[src/design/gbc_pkg.sv]
// ----------------------------------------------------------------------------
// gbc_pkg: shared types and constants of the gyro bias calibrator
// Widths, thresholds, register indexes and the item records that pass
// between the front pipeline, the queue and the calibration back end.
// ----------------------------------------------------------------------------
package gbc_pkg;

  localparam int CAL_WINDOW = 1000;

  localparam int RAW_W  = 16;
  localparam int PROD_W = 33;
  localparam int RATE_W = 20;
  localparam int DIF_W  = RATE_W + 1;
  localparam int R12_W  = 12;
  localparam int RSQ_W  = 21;
  localparam int ASQ_W  = 31;
  localparam int NORM_W = 33;
  localparam int BIAS_W = 12;

  localparam int CNT_W = $clog2(CAL_WINDOW + 1);
  localparam int SUM_W = $clog2(CAL_WINDOW + 1) + 12;
  localparam int DW    = 2 * $clog2(CAL_WINDOW + 1) + 23;
  localparam int QP_W  = 2 * SUM_W - 1;

  localparam int RATE_LIMIT = 512768;
  localparam int STILL_RATE = 1280;
  localparam logic [NORM_W-1:0] NORM_LO = 33'd13589544;
  localparam logic [NORM_W-1:0] NORM_HI = 33'd20300431;
  localparam logic [15:0] DPS_SCALE_RST = 16'd3996;

  localparam int RECIP_K = SUM_W - 1 + $clog2(CAL_WINDOW);
  localparam longint unsigned RECIP_M_L =
    ((64'd1 << RECIP_K) + 64'(CAL_WINDOW) - 64'd1) / 64'(CAL_WINDOW);
  localparam logic [SUM_W-1:0] RECIP_M = SUM_W'(RECIP_M_L);
  localparam logic signed [DW-1:0] VAR_THR =
    DW'((64'd65536 * 64'(CAL_WINDOW) * 64'(CAL_WINDOW)) / 64'd25);

  localparam int QDEPTH = 4;
  localparam int QPTR_W = 2;

  typedef enum logic {
    REG_DPS_SCALE = 1'b0,
    REG_ROTATE    = 1'b1
  } cfg_reg_e;

  typedef logic signed [RAW_W-1:0]  raw_t;
  typedef logic signed [PROD_W-1:0] prod_t;
  typedef logic signed [RATE_W-1:0] rate_t;
  typedef logic [RSQ_W-1:0]         rsq_t;
  typedef logic [ASQ_W-1:0]         asq_t;
  typedef logic signed [SUM_W-1:0]  sum_t;
  typedef logic signed [DW-1:0]     dsum_t;
  typedef logic [QP_W-1:0]          qp_t;
  typedef logic signed [BIAS_W-1:0] bias_t;

  typedef struct packed {
    logic [15:0] dps_scale;
    logic        rotate;
  } cfg_t;

  typedef struct packed {
    logic             req;
    logic             still;
    rate_t [2:0]      rate;
    raw_t  [2:0]      accel;
    rsq_t  [2:0]      rsq;
  } qitem_t;

  typedef struct packed {
    logic        req;
    logic        still;
    logic        cal;
    logic        latch;
    sum_t  [2:0] sum;
    rate_t [2:0] rate;
    raw_t  [2:0] accel;
  } b1_t;

  typedef struct packed {
    logic        req;
    logic        still;
    logic        cal;
    logic        latch;
    logic  [2:0] neg;
    qp_t   [2:0] prod;
    rate_t [2:0] rate;
    raw_t  [2:0] accel;
  } b2_t;

endpackage

[src/design/gbc_fifo.sv]
// ----------------------------------------------------------------------------
// gbc_fifo: short item queue between front and back
// Small register queue; either side may stall on its own.
// ----------------------------------------------------------------------------
module gbc_fifo (
  input  logic            clk_i,
  input  logic            rst_ni,
  input  logic            push_valid_i,
  output logic            push_ready_o,
  input  gbc_pkg::qitem_t push_data_i,
  output logic            pop_valid_o,
  input  logic            pop_ready_i,
  output gbc_pkg::qitem_t pop_data_o
);
  import gbc_pkg::*;

  qitem_t              mem_q [QDEPTH];
  logic [QPTR_W-1:0]   wr_q, rd_q;
  logic [QPTR_W:0]     cnt_q;
  logic                push, pop;

  assign push_ready_o = cnt_q != (QPTR_W+1)'(QDEPTH);
  assign pop_valid_o  = cnt_q != '0;
  assign push         = push_valid_i && push_ready_o;
  assign pop          = pop_ready_i && pop_valid_o;
  assign pop_data_o   = mem_q[rd_q];

  always_ff @(posedge clk_i or negedge rst_ni) begin
    if (!rst_ni) begin
      wr_q  <= '0;
      rd_q  <= '0;
      cnt_q <= '0;
    end else begin
      if (push) wr_q <= wr_q + 1'b1;
      if (pop) rd_q <= rd_q + 1'b1;
      if (push && !pop) begin
        cnt_q <= cnt_q + 1'b1;
      end else if (pop && !push) begin
        cnt_q <= cnt_q - 1'b1;
      end
    end
  end

  always_ff @(posedge clk_i) begin
    if (push) mem_q[wr_q] <= push_data_i;
  end

endmodule

[config.mk]
export PLATFORM = sky130hd
export DESIGN_NAME = gbc_fifo
export DESIGN_NICKNAME = d
export VERILOG_FILES = /design/src/design/gbc_pkg.sv /design/src/design/gbc_fifo.sv
export SDC_FILE = /design/constraint.sdc
export NUM_CORES = 1
export LEC_CHECK = 0
export ABC_AREA = 1
export BUFFER_PORTS_ARGS = -buffer_cell sky130_fd_sc_hd__buf_2
export CORE_MARGIN = 2
export CORE_UTILIZATION = 30
export CTS_CLUSTER_SIZE = 28
export DETAILED_ROUTE_END_ITERATION = 16
export GPL_TIMING_DRIVEN = 0
export PLACE_DENSITY = 0.56
export SLEW_MARGIN = 20
export SYNTH_ARGS = -nofsm -noshare
export SYNTH_HDL_FRONTEND = slang
export SYNTH_SLANG_ARGS = --single-unit
[constraint.sdc]
create_clock -name clk_i -period 7.9 [get_ports clk_i]
set_clock_uncertainty 0.05 [all_clocks]
set_input_delay 1.185 -clock clk_i [delete_from_list [all_inputs] [get_ports clk_i]]
set_output_delay 1.185 -clock clk_i [all_outputs]
set_load 0.005 [all_outputs]
After elaboration in Yosys (flattened, before gate mapping)
Memories as Yosys holds them, arrays and structs flattened.
Index checks and enable logic that the tools add are counted.
Widths: inputs -> output; s select.
{"block": "word_totals", "register_bits": 7, "ramBits": 692, "out_inout_bits": 175, "wordCells": 21, "mem_count": 1}
{"block": "classes", "n_addsub": 4, "n_eq_ne": 1, "muxes": 4, "reduce_logical": 8}
{"name": "mem_q", "depth": 4, "width": 173, "read_ports": 1, "rd_ports_with_merged_regs": 0, "write_ports": 1, "line_no": "gbc_fifo.sv:17", "source": "qitem_t mem_q [QDEPTH];"}
{"operator": "$mux 3", "count": 2}
{"operator": "$add 2x1->2 const B", "count": 2}
{"operator": "$logic_and 1x1->1", "count": 4}
{"operator": "$add 3x1->3 const B", "count": 1}
{"operator": "$ne 3x3->1 const B", "count": 1}
{"operator": "$reduce_bool 3->1", "count": 1}
{"operator": "$sub 3x1->3 const B", "count": 1}
{"operator": "$logic_not 1->1", "count": 2}
{"operator": "$mux 1", "count": 2}
{"operator": "$reduce_bool 2->1", "count": 1}

Logic depth before layout (Yosys ltp)
Gate-level depths: netlist of run 1.
{"block": "depth", "word_depth": 6, "ltp_mapped": 12, "ltp_nobuf": 12}

Worst setup path before layout of run 1
OpenSTA, ideal clock, no wires.
{"block": "synth_path", "path_kind": "in2reg", "from": "input port push_valid_i", "to": "memory mem_q[0][0] (netlist name) (enable)", "setup_time_ns": 0.709, "arrival_ns": 8.507, "required_ns": 7.141, "setup_slack_ns": -1.366, "stages": 2, "path_cell_list": "nand2_1 -> nor2_1"}
{"block": "synth_between", "elab_chain_len": 3}
{"element": "from (decl)", "line_no": "gbc_fifo.sv:8", "source": "input logic push_valid_i,"}
{"element": "$logic_and 1x1->1", "line_no": "gbc_fifo.sv:24", "source": "assign push = push_valid_i && push_ready_o;"}
{"element": "$mux 1", "line_no": "gbc_fifo.sv:45", "source": "if (push) mem_q[wr_q] <= push_data_i;"}
{"element": "$mux 1 (not written as such)", "line_no": "gbc_fifo.sv:45"}
{"element": "to (decl)", "line_no": "gbc_fifo.sv:17"}
No other way between the ends.

==> results.yml, run 1 <==
outcome:
  status: "completed"
synthesis:
  yosysTopAreaCell: "edfxtp_1"
  synth_seq_area_share_pct: 74.6
  synthDistinctLibCells: 18
  yosys.area.top_type_share_pct: 74.0
  synth_nets: 2260
  synth_top_flop_cell: "edfxtp_1"
  synthCells: 2077
  ys_async_sr_fraction_pct: 1.00
  synth-edff-count: 692
  synthTopCellsByArea: "edfxtp_1 74%, o211ai_1 9.3%, nand2_1 7.2%"
  synth.avg_cell_area_sq_um: 13.5
  synth-seq-cells: 699
  syn_area_sq_mm: 0.0281
  yosys_warnings: 0
layout:
  layout-drive-gt1-share_pct: 24.0
  nFillCells: 8925
  final_cells: 3869
  area_delta_synth_final_pct: 24.6
  nets: 2731
  final_core_util_pct: 37.6
clock_network:
  numCtsBuffers: 79
  cts_setup_buffers: 0
  cts_tree: "yes"
  clk_pin_slew_ns: 0.07
  cts-root-buf: "clkbuf_16"
  clkLatencyLatePin_ns: 0.62
  ctsResizeCount: 0
  htree_levels: 3
  cts_buffer_depth: 3
  clkSinkCount: 699
  cts-hold-fix-buffers: 0
sta:
  drv_slew: 0
  rsz0062_at_grt: "false"
  worst_pin_slew_ns: 0.840
  finalCritPeriodShare_pct: 46.2
  finalSetupViolations: 0
  post-route-min-period_ns: 3.65
  max_freq_ghz: 0.274
  finalHoldViolCount: 0
  slew_headroom_pct: 44.0
place:
  dp_cells: 3721
  hpwlAfterDp_mm: 48.7
  routabilityCongestion: 0.716
  io_buffers: 351
route:
  wl_mm: 72.6
  vias: 16900
  drtAntennaViolNets: 0
  drcViolationCount: 0
  drt_iter0_drc: 1056
  wire_per_inst_um: 18.8
  drt-pass1-iter-count: 7
  viasPerCell: 4.38
global_route:
  grt_antenna_before_repair: 28
  grt_usage_pct: 14.9
  grt_pass1_wl_mm: 104
  grt_pass1_vias: 16500
  grt_max_degree: 24
  grt_overflow: 0
worst_setup_path:
  cpMostUsedCell: "buf_2"
  worstPathCellList: "inv_2, buf_2, buf_2, o211ai_1, nand2_1, buf_2"
  critical_path_class: "reg -> out"
  cp_num_buf_inv: 4
  cp_max_fo: 10
  crit_arrival_ns: 2.41
  cpPeakStageDelay_ns: 0.45
  endpoint_kind: "output pin"
  crit_path_start_kind: "register"
  slowest_stage: "buf_2"
  worstPathRequired_ns: 6.66
  critPathTopFamily: "buffers and inverters"
job:
  cap_viol_max_count: 0
floorplan:
  die_x_um: 310
  dieArea_sq_mm: 0.0961
  design.core.area_sq_mm: 0.0930
  fp-row-count: 112
  initial_core_util_pct: 30.2
  die_y_um: 310
  io_pins: 352
pwr:
  leakagePower_nw: 14.0
  power_density_mw_per_mm2: 386
  ir_drop_mv: 0.198
  power_mw: 13.5
hold_path:
  holdCritPathClass: "in -> async"
## where the power goes
group          switching, mW  internal (mW)
Combinational           3.04           1.81
Sequential             0.141           4.86
Clock                   1.47           2.18
## sequential cells by signal, indices dropped and copies added (netlist names)
register	cells
mem_q	692
cnt_q	3
rd_q	2
wr_q	2
## per-layer routing
metal  up-vias  part of all wire [%]  GRT usage [%]
met5         -                  0.37              0
li1       8270                     -              -
met2       392                    48           24.7
met3       151                   7.2           4.86
met4        40                   2.4           5.00
met1      8083                    42           18.1
## final timing paths
check | startpoint | cells after the start | to | slack [ns]
setup / recovery | rd_q[1] | 6 | pop_data_o[171] | 4.25
hold / removal | rst_ni | 1 | wr_q[0] | 0.35
setup reg to reg | cnt_q[0] | 8 | mem_q[3][94] | 5.01
hold reg to reg | cnt_q[2] | 2 | cnt_q[2] | 0.45
max in group asynchronous | rst_ni | 1 | rd_q[0] | 7.27
min in group clk_i | cnt_q[2] | 2 | cnt_q[2] | 0.45
## layout make-up
type / instances / area [sq um] / share of cell area (%)
multi-input cells: 902 / 4790 / 13.7
flip-flops and latches: 699 / 21000 / 59.9
well taps: 1254 / 1570 / 4.48
repair buffers: 390 / 2690 / 7.68
clock buffers: 92 / 2110 / 6.03
clock inverters: 49 / 497 / 1.42
plain buffers: 114 / 1000 / 2.86
inverters: 362 / 1360 / 3.89
diodes: 7 / 17.5 / 0.0501
## placed cells by master (no fill, tap or decap)
master	instances
inv_2	1
ha_1	5
clkinvlp_4	5
inv_1	360
nand2_1	536
inv_8	1
nor2_4	4
buf_6	67
inv_6	2
clkinv_2	13
edfxtp_1	692
buf_2	387
diode_2	7
buf_16	20
fa_1	1
o21ai_0	1
clkbuf_16	83
bufinv_16	8
buf_12	19
clkbuf_1	13
clkinv_8	2
inv_4	1
clkinv_1	13
o211ai_1	346
buf_4	7
nand4_1	1
clkinv_4	5
xnor2_1	1
nand3_1	7
dfrtp_1	7
## through the flow
stage	TNS (ns)	setup WS (ns)	cell area, sq um	hold slack (ns)
detailed placement	0	4.31	32400	0.438
global placement	-5685.08	-8.60	31400	0.429
floorplan	-945.20	-1.37	28100	0.413
global route	0	4.03	35000	0.318
CTS	0	4.07	35000	0.285
finish	0	4.25	35000	0.348
## Yosys cell counts (4+ instances only)
master / count
dfrtp_1: 7
buf_2: 36
buf_4: 7
buf_6: 67
nand3_1: 7
clkbuf_1: 4
o211ai_1: 346
edfxtp_1: 692
nor2_1: 4
inv_1: 360
ha_1: 5
nand2_1: 536
## kinds of logic (layout without fill, tap and decap cells)
group                      Yosys count  in the layout  share of synthesized area (%)
buffers and inverters              476           1007                           8.42
DFF                                699            699                           74.6
AOI/OAI and AO/OA                  347            347                           9.27
adders and majority gates            6              6                          0.294
xor gates and xnor gates             1              1                         0.0312
and+or+nand+nor                    548            548                           7.37
other                                0              7                              0
No activity file was read; power rests on OpenSTA's default activity.
==> run 2, diff against run 1 <==
PLACE_DENSITY = 0.55   (was 0.56)
clock period = 3.45 ns   (was 7.9 ns; I/O delays follow)
==> results.yml, run 2 (synthesized netlist as in run 1, its figures left out) <==
global_route:
  grt_pass1_vias: 16700
  grt_pass1_wl_mm: 105
  grt_antenna_before_repair: 22
  grt_max_degree: 23
  grt_usage_pct: 15.0
  grt_overflow: 0
route:
  wire_per_inst_um: 18.4
  viasPerCell: 4.33
  drcViolationCount: 0
  drt-pass1-iter-count: 5
  drt_iter0_drc: 1023
  vias: 17200
  wl_mm: 73.2
  drtAntennaViolNets: 0
hold_path:
  hold_depth: 1
  holdCritPathClass: "in -> reg"
outcome:
  status: "completed"
pwr:
  power_frac_comb_pct: 36.1
  ir_drop_mv: 0.495
  pwr-share-seq_pct: 36.8
  leakagePower_nw: 14.4
  power_density_mw_per_mm2: 864
  power_frac_clock_pct: 27.1
  p_int_mw: 20.4
  p_switching_mw: 10.7
  p_sw_share_pct: 34.5
sta:
  slew_headroom_pct: 48.8
  finalHoldViolCount: 0
  worst_pin_slew_ns: 0.769
  finalSetupViolations: 0
  max_freq_ghz: 0.339
  drv_slew: 0
  rsz0062_at_grt: "false"
  finalCritPeriodShare_pct: 85.4
  post-route-min-period_ns: 2.95
  whs_ns: 0.0563
clock_network:
  cts_buffer_depth: 3
  numCtsBuffers: 79
  clkLatencyLatePin_ns: 0.62
  clk_pin_slew_ns: 0.06
  htree_levels: 3
  cts-hold-fix-buffers: 104
  ctsResizeCount: 0
  cts_setup_buffers: 0
  cts_tree: "yes"
  clkSinkCount: 699
  cts-root-buf: "clkbuf_16"
worst_setup_path:
  r2r-end: "mem_q[0][84]"
  worstPathRequired_ns: 2.88
  crit_start: "rd_q[1]"
  crit_end: "pop_data_o[163]"
  endpoint_kind: "output pin"
  cp_max_fo: 10
  reg2reg_depth: 9
  crit_arrival_ns: 2.38
  crit_path_start_kind: "register"
  critical_path_class: "reg -> out"
  r2r-start: "cnt_q[0]"
  r2r_setup_slack_ns: 0.79
job:
  cap_viol_max_count: 0
floorplan:
  design.core.area_sq_mm: 0.0930
  die_y_um: 310
  fp-row-count: 112
  dieArea_sq_mm: 0.0961
  die_x_um: 310
  initial_core_util_pct: 30.2
  io_pins: 352
layout:
  largest_reg_flops: 692
  nets: 2834
  nFillCells: 8922
  top_regs: "mem_q (692), cnt_q (3)"
  area_delta_synth_final_pct: 28.3
  final_cells: 3978
  layout_common_cells: "692 x edfxtp_1, 535 x nand2_1, 387 x buf_2"
  layout-drive-gt1-share_pct: 22.9
  multi_input_area_sq_mm: 0.00480
  final_common_cell: "edfxtp_1"
  seqCellArea_sq_mm: 0.0210
  max_flop_register: "mem_q"
place:
  io_buffers: 351
  hpwlAfterDp_mm: 48.3
  routabilityCongestion: 0.717
  dp_cells: 3720
## run 2: changes by cell type in the layout (fill, tap and decap cells not counted), sizes merged, moves of 2 or more
cell         before  now
diode             7    9
clkinvlp          5    2
clkinv           33   37
bufinv            8   11
dlygate4sd3       0  104
## run 2: final cells by class
cell class	instances	share of cell area, %
timing repair buffer	493	10.2
buffer	114	2.78
clock inverter	54	1.68
clock buffer	91	5.61
multi-input combinational	902	13.3
sequential	699	58.2
inverter	362	3.78
tap	1254	4.36
antenna	9	0.0625
## run 2: worst max-delay path, stage by stage, from the launching register on
cell	delay, ns
dfrtp_1	0.42
inv_2	0.08
buf_2	0.39
buf_2	0.39
o211ai_1	0.15
nand2_1	0.07
buf_2	0.23
## run 2: worst min-delay path by stage
stage                           startpoint             to  slack [ns]
final                     push_data_i[118]  mem_q[1][118]        0.06
after global routing      push_data_i[118]  mem_q[0][118]       0.007
after CTS                 push_data_i[104]  mem_q[3][104]      0.0005
after detailed placement            rst_ni        wr_q[0]        0.32
after global placement              rst_ni        wr_q[0]        0.32
after floorplan                     rst_ni       cnt_q[0]        0.17
## run 2: per-stage QoR
stage                     utilization [%]  setup TNS (ns)  power (mW)  worst slack, ns  instance area, sq um
after floorplan                         -         -193.80        17.6           -0.294                 28100
after global placement               33.8        -1883.60        22.7            -2.81                 31400
after detailed placement             34.7               0        23.1            0.714                 32300
after CTS                            38.7               0        31.8            0.365                 36000
after global routing                 38.7               0        33.1            0.296                 36000
final                                38.7               0        31.1            0.503                 36000
## run 2: power by group through the flow
stage | logic, mW | clock network [mW] | registers [mW]
floorplan | 5.93 | 0 | 11.7
global placement | 10.7 | 0 | 11.9
detailed placement | 11.5 | 0 | 11.6
CTS | 11.6 | 8.67 | 11.5
global route | 12.5 | 9.05 | 11.6
finish | 11.2 | 8.43 | 11.4
## run 2: metal layers
layer	GRT usage (%)	up-vias	wire length (um)
met5	0	-	229
met4	4.06	34	1200
met3	4.75	107	5180
met2	24.8	387	35500
met1	18.9	8266	31100
li1	-	8446	-
